File: src/rtl/assert_macros.svh
// assertion helpers used by the rtl top level
`ifndef ASSERT_MACROS_SVH
`define ASSERT_MACROS_SVH

// clocked assertion with its own failure message, held off during reset
`define OWB_ASSERT_MSG(lbl, clk, rst_n, prop, msg) \
    lbl: assert property (@(posedge clk) disable iff (!rst_n) prop) else $error(msg);

// clocked assertion with a generic failure message
`define OWB_ASSERT(lbl, clk, rst_n, prop) \
    `OWB_ASSERT_MSG(lbl, clk, rst_n, prop, "owb assertion failed")

`endif

File: src/rtl/owb_pkg.sv
`timescale 1ns / 1ps
// ----------------------------------------------------------------------------
// owb_pkg
// Types and constants shared by the single-wire bus master.
// ----------------------------------------------------------------------------
package owb_pkg;

    // request codes
    localparam logic [1:0] REQ_TICK  = 2'd0;
    localparam logic [1:0] REQ_RESET = 2'd1;
    localparam logic [1:0] REQ_WRITE = 2'd2;
    localparam logic [1:0] REQ_READ  = 2'd3;

    // phase durations in microsecond ticks (reset low time is a parameter)
    localparam logic [8:0] RST_WAIT_TIME = 9'd70;
    localparam logic [8:0] RST_REC_TIME  = 9'd410;
    localparam logic [8:0] WR1_LOW_TIME  = 9'd10;
    localparam logic [8:0] WR0_LOW_TIME  = 9'd60;
    localparam logic [8:0] WR1_HIGH_TIME = 9'd55;
    localparam logic [8:0] WR0_HIGH_TIME = 9'd5;
    localparam logic [8:0] RD_LOW_TIME   = 9'd3;
    localparam logic [8:0] RD_WAIT_TIME  = 9'd10;
    localparam logic [8:0] RD_REC_TIME   = 9'd50;

    localparam logic [2:0] LAST_BIT = 3'd7;

    typedef enum logic [8:0] {
        PH_IDLE     = 9'b000000001,
        PH_RST_LOW  = 9'b000000010,
        PH_RST_WAIT = 9'b000000100,
        PH_RST_REC  = 9'b000001000,
        PH_WR_LOW   = 9'b000010000,
        PH_WR_HIGH  = 9'b000100000,
        PH_RD_LOW   = 9'b001000000,
        PH_RD_WAIT  = 9'b010000000,
        PH_RD_REC   = 9'b100000000
    } t_phase;

    typedef struct packed {
        logic [1:0] req_type;
        logic [7:0] data_byte;
        logic       line_level;
    } t_owb_req;

    typedef struct packed {
        logic       drive_low;
        logic       busy_res;
        logic       done_res;
        logic       presence;
        logic [7:0] read_data;
        logic       rejected;
    } t_owb_res;

endpackage

File: src/rtl/owb_core.sv
`timescale 1ns / 1ps
// ----------------------------------------------------------------------------
// owb_core
// Bus sequencer: phase, tick counter, bit counter and shift register. Works
// out the next state and the result for the item on its input; the state
// moves on when the item is accepted.
// ----------------------------------------------------------------------------
module owb_core #(
    parameter int RESET_LOW_TIME = 480
) (
    input  logic              i_clk,
    input  logic              i_rst_n,
    input  logic              i_accept,
    input  owb_pkg::t_owb_req i_req,
    output owb_pkg::t_owb_res o_res
);
    import owb_pkg::*;

    localparam logic [8:0] RstLowTime = 9'(RESET_LOW_TIME);

    t_phase     r_phase, n_phase;
    logic [8:0] r_time, n_time;
    logic [2:0] r_bit, n_bit;
    logic [7:0] r_shift, n_shift;
    logic       r_presence, n_presence;
    logic [7:0] r_last_read, n_last_read;

    logic [8:0] w_len;
    logic [8:0] w_time_inc;
    logic       w_done;
    logic       w_rej;

    // duration of the current phase
    always_comb begin
        unique case (r_phase)
            PH_RST_LOW:  w_len = RstLowTime;
            PH_RST_WAIT: w_len = RST_WAIT_TIME;
            PH_RST_REC:  w_len = RST_REC_TIME;
            PH_WR_LOW:   w_len = r_shift[0] ? WR1_LOW_TIME : WR0_LOW_TIME;
            PH_WR_HIGH:  w_len = r_shift[0] ? WR1_HIGH_TIME : WR0_HIGH_TIME;
            PH_RD_LOW:   w_len = RD_LOW_TIME;
            PH_RD_WAIT:  w_len = RD_WAIT_TIME;
            PH_RD_REC:   w_len = RD_REC_TIME;
            default:     w_len = 9'd1;
        endcase
    end

    assign w_time_inc = r_time + 9'd1;

    always_comb begin
        n_phase     = r_phase;
        n_time      = r_time;
        n_bit       = r_bit;
        n_shift     = r_shift;
        n_presence  = r_presence;
        n_last_read = r_last_read;
        w_done      = 1'b0;
        w_rej       = 1'b0;

        if (i_req.req_type == REQ_TICK) begin
            if (r_phase != PH_IDLE) begin
                n_time = w_time_inc;
                if (w_time_inc >= w_len) begin
                    n_time = '0;
                    unique case (r_phase)
                        PH_RST_LOW: n_phase = PH_RST_WAIT;
                        PH_RST_WAIT: begin
                            // device answers by holding the line low
                            n_presence = ~i_req.line_level;
                            n_phase    = PH_RST_REC;
                        end
                        PH_RST_REC: begin
                            n_phase = PH_IDLE;
                            w_done  = 1'b1;
                        end
                        PH_WR_LOW: n_phase = PH_WR_HIGH;
                        PH_WR_HIGH: begin
                            n_shift = {1'b0, r_shift[7:1]};
                            if (r_bit == LAST_BIT) begin
                                n_phase = PH_IDLE;
                                n_bit   = '0;
                                w_done  = 1'b1;
                            end else begin
                                n_bit   = r_bit + 3'd1;
                                n_phase = PH_WR_LOW;
                            end
                        end
                        PH_RD_LOW: n_phase = PH_RD_WAIT;
                        PH_RD_WAIT: begin
                            // lsb first, so each sample enters at the top
                            n_shift = {i_req.line_level, r_shift[7:1]};
                            n_phase = PH_RD_REC;
                        end
                        PH_RD_REC: begin
                            if (r_bit == LAST_BIT) begin
                                n_last_read = r_shift;
                                n_phase     = PH_IDLE;
                                n_bit       = '0;
                                w_done      = 1'b1;
                            end else begin
                                n_bit   = r_bit + 3'd1;
                                n_phase = PH_RD_LOW;
                            end
                        end
                        default: n_phase = PH_IDLE;
                    endcase
                end
            end
        end else if (r_phase != PH_IDLE) begin
            w_rej = 1'b1;
        end else begin
            n_time = '0;
            n_bit  = '0;
            priority case (i_req.req_type)
                REQ_RESET: n_phase = PH_RST_LOW;
                REQ_WRITE: begin
                    n_shift = i_req.data_byte;
                    n_phase = PH_WR_LOW;
                end
                default: begin
                    n_shift = '0;
                    n_phase = PH_RD_LOW;
                end
            endcase
        end
    end

    always_comb begin
        o_res.drive_low = (n_phase == PH_RST_LOW) || (n_phase == PH_WR_LOW)
                          || (n_phase == PH_RD_LOW);
        o_res.busy_res  = (n_phase != PH_IDLE);
        o_res.done_res  = w_done;
        o_res.presence  = n_presence;
        o_res.read_data = n_last_read;
        o_res.rejected  = w_rej;
    end

    always_ff @(posedge i_clk) begin
        if (!i_rst_n) begin
            r_phase     <= PH_IDLE;
            r_time      <= '0;
            r_bit       <= '0;
            r_shift     <= '0;
            r_presence  <= 1'b0;
            r_last_read <= '0;
        end else if (i_accept) begin
            r_phase     <= n_phase;
            r_time      <= n_time;
            r_bit       <= n_bit;
            r_shift     <= n_shift;
            r_presence  <= n_presence;
            r_last_read <= n_last_read;
        end
    end

endmodule

File: src/rtl/one_wire_bus_master.sv
// Single-wire bus master. Each input item is either a one-microsecond tick
// carrying the sampled bus level, or a command starting a reset/presence,
// byte write or byte read sequence; every item gives exactly one result with
// the open-drain drive, busy, done, presence, last read byte and a rejected
// flag for commands that arrive while busy. One item is taken per clock
// unless stalled; its result is held in the output register and appears in
// the cycle after acceptance. That register decouples the two sides, so the
// input is stalled only while a result is waiting and the output is stalled.
`timescale 1ns / 1ps
// ----------------------------------------------------------------------------
// one_wire_bus_master
// Top level: item handshake, sequencer and result register.
// ----------------------------------------------------------------------------
`include "assert_macros.svh"

module one_wire_bus_master #(
    parameter int RESET_LOW_TIME = 480
) (
    input  logic              i_clk,
    input  logic              i_rst_n,
    input  logic              i_in_valid,
    output logic              o_in_stall,
    input  owb_pkg::t_owb_req i_in_item,
    output logic              o_out_valid,
    input  logic              i_out_stall,
    output owb_pkg::t_owb_res o_out_item
);
    import owb_pkg::*;

    logic     w_accept;
    t_owb_res w_res;
    logic     r_out_valid;
    t_owb_res r_out_item;

    assign o_in_stall = r_out_valid && i_out_stall;
    assign w_accept   = i_in_valid && !o_in_stall;

    owb_core #(
        .RESET_LOW_TIME (RESET_LOW_TIME)
    ) u_core (
        .i_clk    (i_clk),
        .i_rst_n  (i_rst_n),
        .i_accept (w_accept),
        .i_req    (i_in_item),
        .o_res    (w_res)
    );

    always_ff @(posedge i_clk) begin
        if (!i_rst_n) begin
            r_out_valid <= 1'b0;
        end else if (!o_in_stall) begin
            r_out_valid <= w_accept;
        end
    end

    always_ff @(posedge i_clk) begin
        if (w_accept) begin
            r_out_item <= w_res;
        end
    end

    assign o_out_valid = r_out_valid;
    assign o_out_item  = r_out_item;

    `OWB_ASSERT(a_drive_needs_busy, i_clk, i_rst_n, r_out_valid |-> (!r_out_item.drive_low || r_out_item.busy_res))
    `OWB_ASSERT(a_done_leaves_idle, i_clk, i_rst_n, r_out_valid |-> (!r_out_item.done_res || !r_out_item.busy_res))
    `OWB_ASSERT_MSG(a_reject_when_busy, i_clk, i_rst_n, r_out_valid |-> (!r_out_item.rejected || r_out_item.busy_res), "rejected item while idle")

endmodule
File: config.mk
export PLATFORM = sky130hd
export DESIGN_NAME = one_wire_bus_master
export DESIGN_NICKNAME = d
export VERILOG_FILES = /design/src/rtl/owb_pkg.sv /design/src/rtl/owb_core.sv /design/src/rtl/one_wire_bus_master.sv
export VERILOG_INCLUDE_DIRS = /design/src /design/src/rtl
export SDC_FILE = /design/constraint.sdc
export NUM_CORES = 1
export LEC_CHECK = 0
export BUFFER_PORTS_ARGS = -buffer_cell sky130_fd_sc_hd__buf_2
export CORE_MARGIN = 2
export CORE_UTILIZATION = 45
export CTS_CLUSTER_DIAMETER = 100
export DETAILED_ROUTE_END_ITERATION = 8
export PLACE_DENSITY_LB_ADDON = 0.2
export SKIP_CTS_REPAIR_TIMING = 1
export SLEW_MARGIN = 20
export SYNTH_ARGS = -nofsm -noshare
export SYNTH_HDL_FRONTEND = slang
export SYNTH_SLANG_ARGS = --single-unit
File: constraint.sdc
create_clock -name i_clk -period 4.9 [get_ports i_clk]
set_clock_uncertainty 0.05 [all_clocks]
set_input_delay 0 -clock i_clk [delete_from_list [all_inputs] [get_ports i_clk]]
set_output_delay 0 -clock i_clk [all_outputs]
set_load 0.1 [all_outputs]
==> impl_metrics.json <==
{
  "leakagePower_nw": 1.398,
  "clkLatencyLatePin_ps": 320,
  "row_count": 29,
  "cp-end-kind": "register",
  "drc": 0,
  "violations": "hold timing",
  "via_per_inst": 5.867,
  "start_kind": "register",
  "clock_sinks": 52,
  "synth_top_area_share_pct": 25.70,
  "crit_path_cell_trace": "or4_4 -> nor4_1 -> nor3_1 -> a311o_1 -> ha_1 -> nand2b_1 -> nand3_1 -> a31o_1 -> a211oi_4 -> nand2_2 -> mux2_1",
  "die-area_mm2": 0.007424,
  "place_congestion": 0.8623,
  "fill_cells": 611,
  "r2r_end": "o_out_item[3]",
  "cts_buffers": 5,
  "max_slew_margin_pct": 36.84,
  "status": "finished, violations left",
  "area_delta_synth_final_pct": 11.24,
  "antenna_cells": 0,
  "grt_util_all_layers_pct": 19.35,
  "async_reset_ff_share_pct": 0,
  "setup_violations": 0,
  "yosysWarnings": 0,
  "syn_area_mm2": 0.003038,
  "synth_top_family_by_area": "simple AND/OR/NAND/NOR gates",
  "wl_met2_um": 3113,
  "io_pins": 30,
  "synth_edf_count": 13,
  "whs_ps": -29.92,
  "path_clk_slew_ps": 110,
  "cts_tree": "yes",
  "maxSlewViolCount": 0,
  "synth_compound_area_share_pct": 17.79,
  "avgSynthCellArea_um2": 9.553,
  "cp_data_arrival_time_ps": 4140,
  "htree_levels": 2,
  "layout_min_cycle_time_ps": 4107,
  "synth-seq-area-share_pct": 38.55,
  "cp.required_ps": 4930,
  "grt_pass1_vias": 2357,
  "yosys.area.top_type": "dfxtp_1",
  "m1WireLength_um": 3308,
  "die_w_um": 86.17,
  "min_from": "i_in_item[5]",
  "first_iter_violations": 147,
  "drive_gt1_share_pct": 16.57,
  "critPathTopFamily": "simple AND/OR/NAND/NOR gates",
  "dieHeight_um": 86.17,
  "rr_worst_depth": 11,
  "nets": 380,
  "reg2reg_from": "u_core.r_phase[2]",
  "place.port_buffers": 29,
  "ys.flop_type": "dfxtp_1",
  "path_buf_inv": 0,
  "vias": 2505,
  "rsz0062_at_grt": "no",
  "ant_nets": 0,
  "top_layer": "met4",
  "clockRootBuffer": "clkbuf_8",
  "critPathKind": "reg2reg",
  "hold_path_end": "u_core.r_shift[4]",
  "synth_area_leaders": "dfxtp_1 26%, edfxtp_1 13%, ha_1 6.6%",
  "wl_met3_um": 296,
  "holdCritPathClass": "in2reg",
  "slowest_stage": "or4_4",
  "yosysMostFrequentCell": "dfxtp_1",
  "holdPathStages": 4,
  "synth_xor_area_share_pct": 2.306,
  "synth.distinct_cells": 61,
  "reg2reg_slack_ps": 790,
  "power_density_mw_per_mm2": 281.4,
  "clk_path_buf_depth": 2,
  "final_core_util_pct": 52.62,
  "synthAdderAreaFrac_pct": 6.590,
  "wl_per_cell_um": 16.11,
  "hpwl_um": 4841,
  "syn_nets": 349,
  "synth_common_cells": "39 x dfxtp_1, 36 x nor2_1, 21 x nand2_1",
  "muxShareOfSynthArea_pct": 7.578,
  "initial_core_util_pct": 47.30,
  "max-vdd-ir-drop_v": 0.0001370,
  "overflow": 0,
  "grt_pass1_wl_um": 11390,
  "max-cap-violations": 0,
  "cp_slowest_stage_delay_ps": 590,
  "final_hold_viol_count": 6,
  "fin_crit_sh_pct": 83.82,
  "grt_max_degree": 24,
  "tightest_slew_ps": 947.4,
  "cp_max_fo": 9,
  "core_mm2": 0.006422,
  "syn_inst": 318,
  "fin_tns_setup_ps": 0,
  "antenna_found_initial": 0,
  "drt_wl_total_um": 6881,
  "drt_pass1_iterations": 4,
  "yosys.area_share.simple_pct": 24.42,
  "ys_ff_latch": 52,
  "fmax_mhz": 243.5
}
stage by stage:
stage                     cell area (um^2)  std cells  worst slack, ps  total power [mW]
final                                 3379        427            792.6            0.9511
after global routing                  3379        427            547.0            0.9924
after CTS                             3329        422            807.8            0.9532
after detailed placement              3233        414            827.9            0.6884
after global placement                3233        414            910.6            0.6882
after floorplan                       3038        318             1244            0.6493
layout by cell type (no fill, tap or decap), types with 4 or more instances in the layout:
cell	n
a211oi_1	4
a21oi_1	12
a22oi_1	16
a31oi_1	5
and3_1	4
buf_2	29
clkbuf_8	5
dfxtp_1	39
dlygate4sd3_1	5
edfxtp_1	13
ha_1	16
inv_1	7
mux2_1	7
mux2i_1	14
nand2_1	21
nand2b_1	6
nand3_1	8
nand4_1	4
nor2_1	36
nor2b_1	13
nor3_1	8
nor4_1	4
o211a_1	6
o21ai_1	5
xnor2_1	5
worst max-delay path by stage:
stage                 startpoint             end  slack (ps)  cells after the start
3_5_place_dp   u_core.r_phase[2]   o_out_item[3]         830                     11
5_1_grt        u_core.r_phase[2]  o_out_item[12]         550                     12
6_report       u_core.r_phase[2]   o_out_item[3]         790                     11
3_3_place_gp   u_core.r_phase[2]   o_out_item[1]         910                     11
4_1_cts        u_core.r_phase[2]   o_out_item[3]         810                     11
2_1_floorplan  u_core.r_phase[2]  o_out_item[12]        1240                     12
report_power, final:
group | switching (mW) | internal [mW]
Sequential | 0.0179 | 0.459
Clock | 0.162 | 0.105
Combinational | 0.146 | 0.0599
Total | 0.326 | 0.625
area by class of cell:
type / count / area [um^2] / share of cell area (%)
Multi-Input combinational cell: 246 / 1783 / 52.76
Clock inverter: 3 / 27.53 / 0.8145
Timing Repair Buffer: 34 / 195.2 / 5.776
Clock buffer: 5 / 68.82 / 2.036
Sequential cell: 52 / 1171 / 34.65
Tap cell: 77 / 96.34 / 2.851
Inverter: 10 / 37.54 / 1.111
worst register-to-register path, delay by kind of cell, from the launching register on:
| kind | cells | cell delay (ps) |
|---|---|---|
| simple gates | 6 | 1690 |
| flops | 1 | 370 |
| mux | 1 | 390 |
| compound gates | 3 | 1090 |
| fa+ha+maj | 1 | 270 |
per-layer routing:
metal	global-route usage (%)	up-vias
met5	0	-
met4	7.937	0
met3	3.369	14
met2	29.74	60
met1	26.84	1188
li1	-	1243
flip-flops by register name (all words and copies together), names as in the netlist:
name / flops
o_out_item: 13
o_out_valid: 1
u_core.r_bit: 3
u_core.r_last_read: 8
u_core.r_phase: 9
u_core.r_presence: 1
u_core.r_shift: 8
u_core.r_time: 9
cell families (layout without fill, tap and decap cells):
logic type / Yosys count / count (layout)
xor gates and xnor gates: 8 / 8
adders and majority gates: 16 / 16
and+or+nand+nor: 128 / 128
DFF: 52 / 52
AOI/OAI and AO/OA: 72 / 72
muxes: 22 / 22
buffers and inverters: 20 / 52
Power figures use the tool's default switching activity.
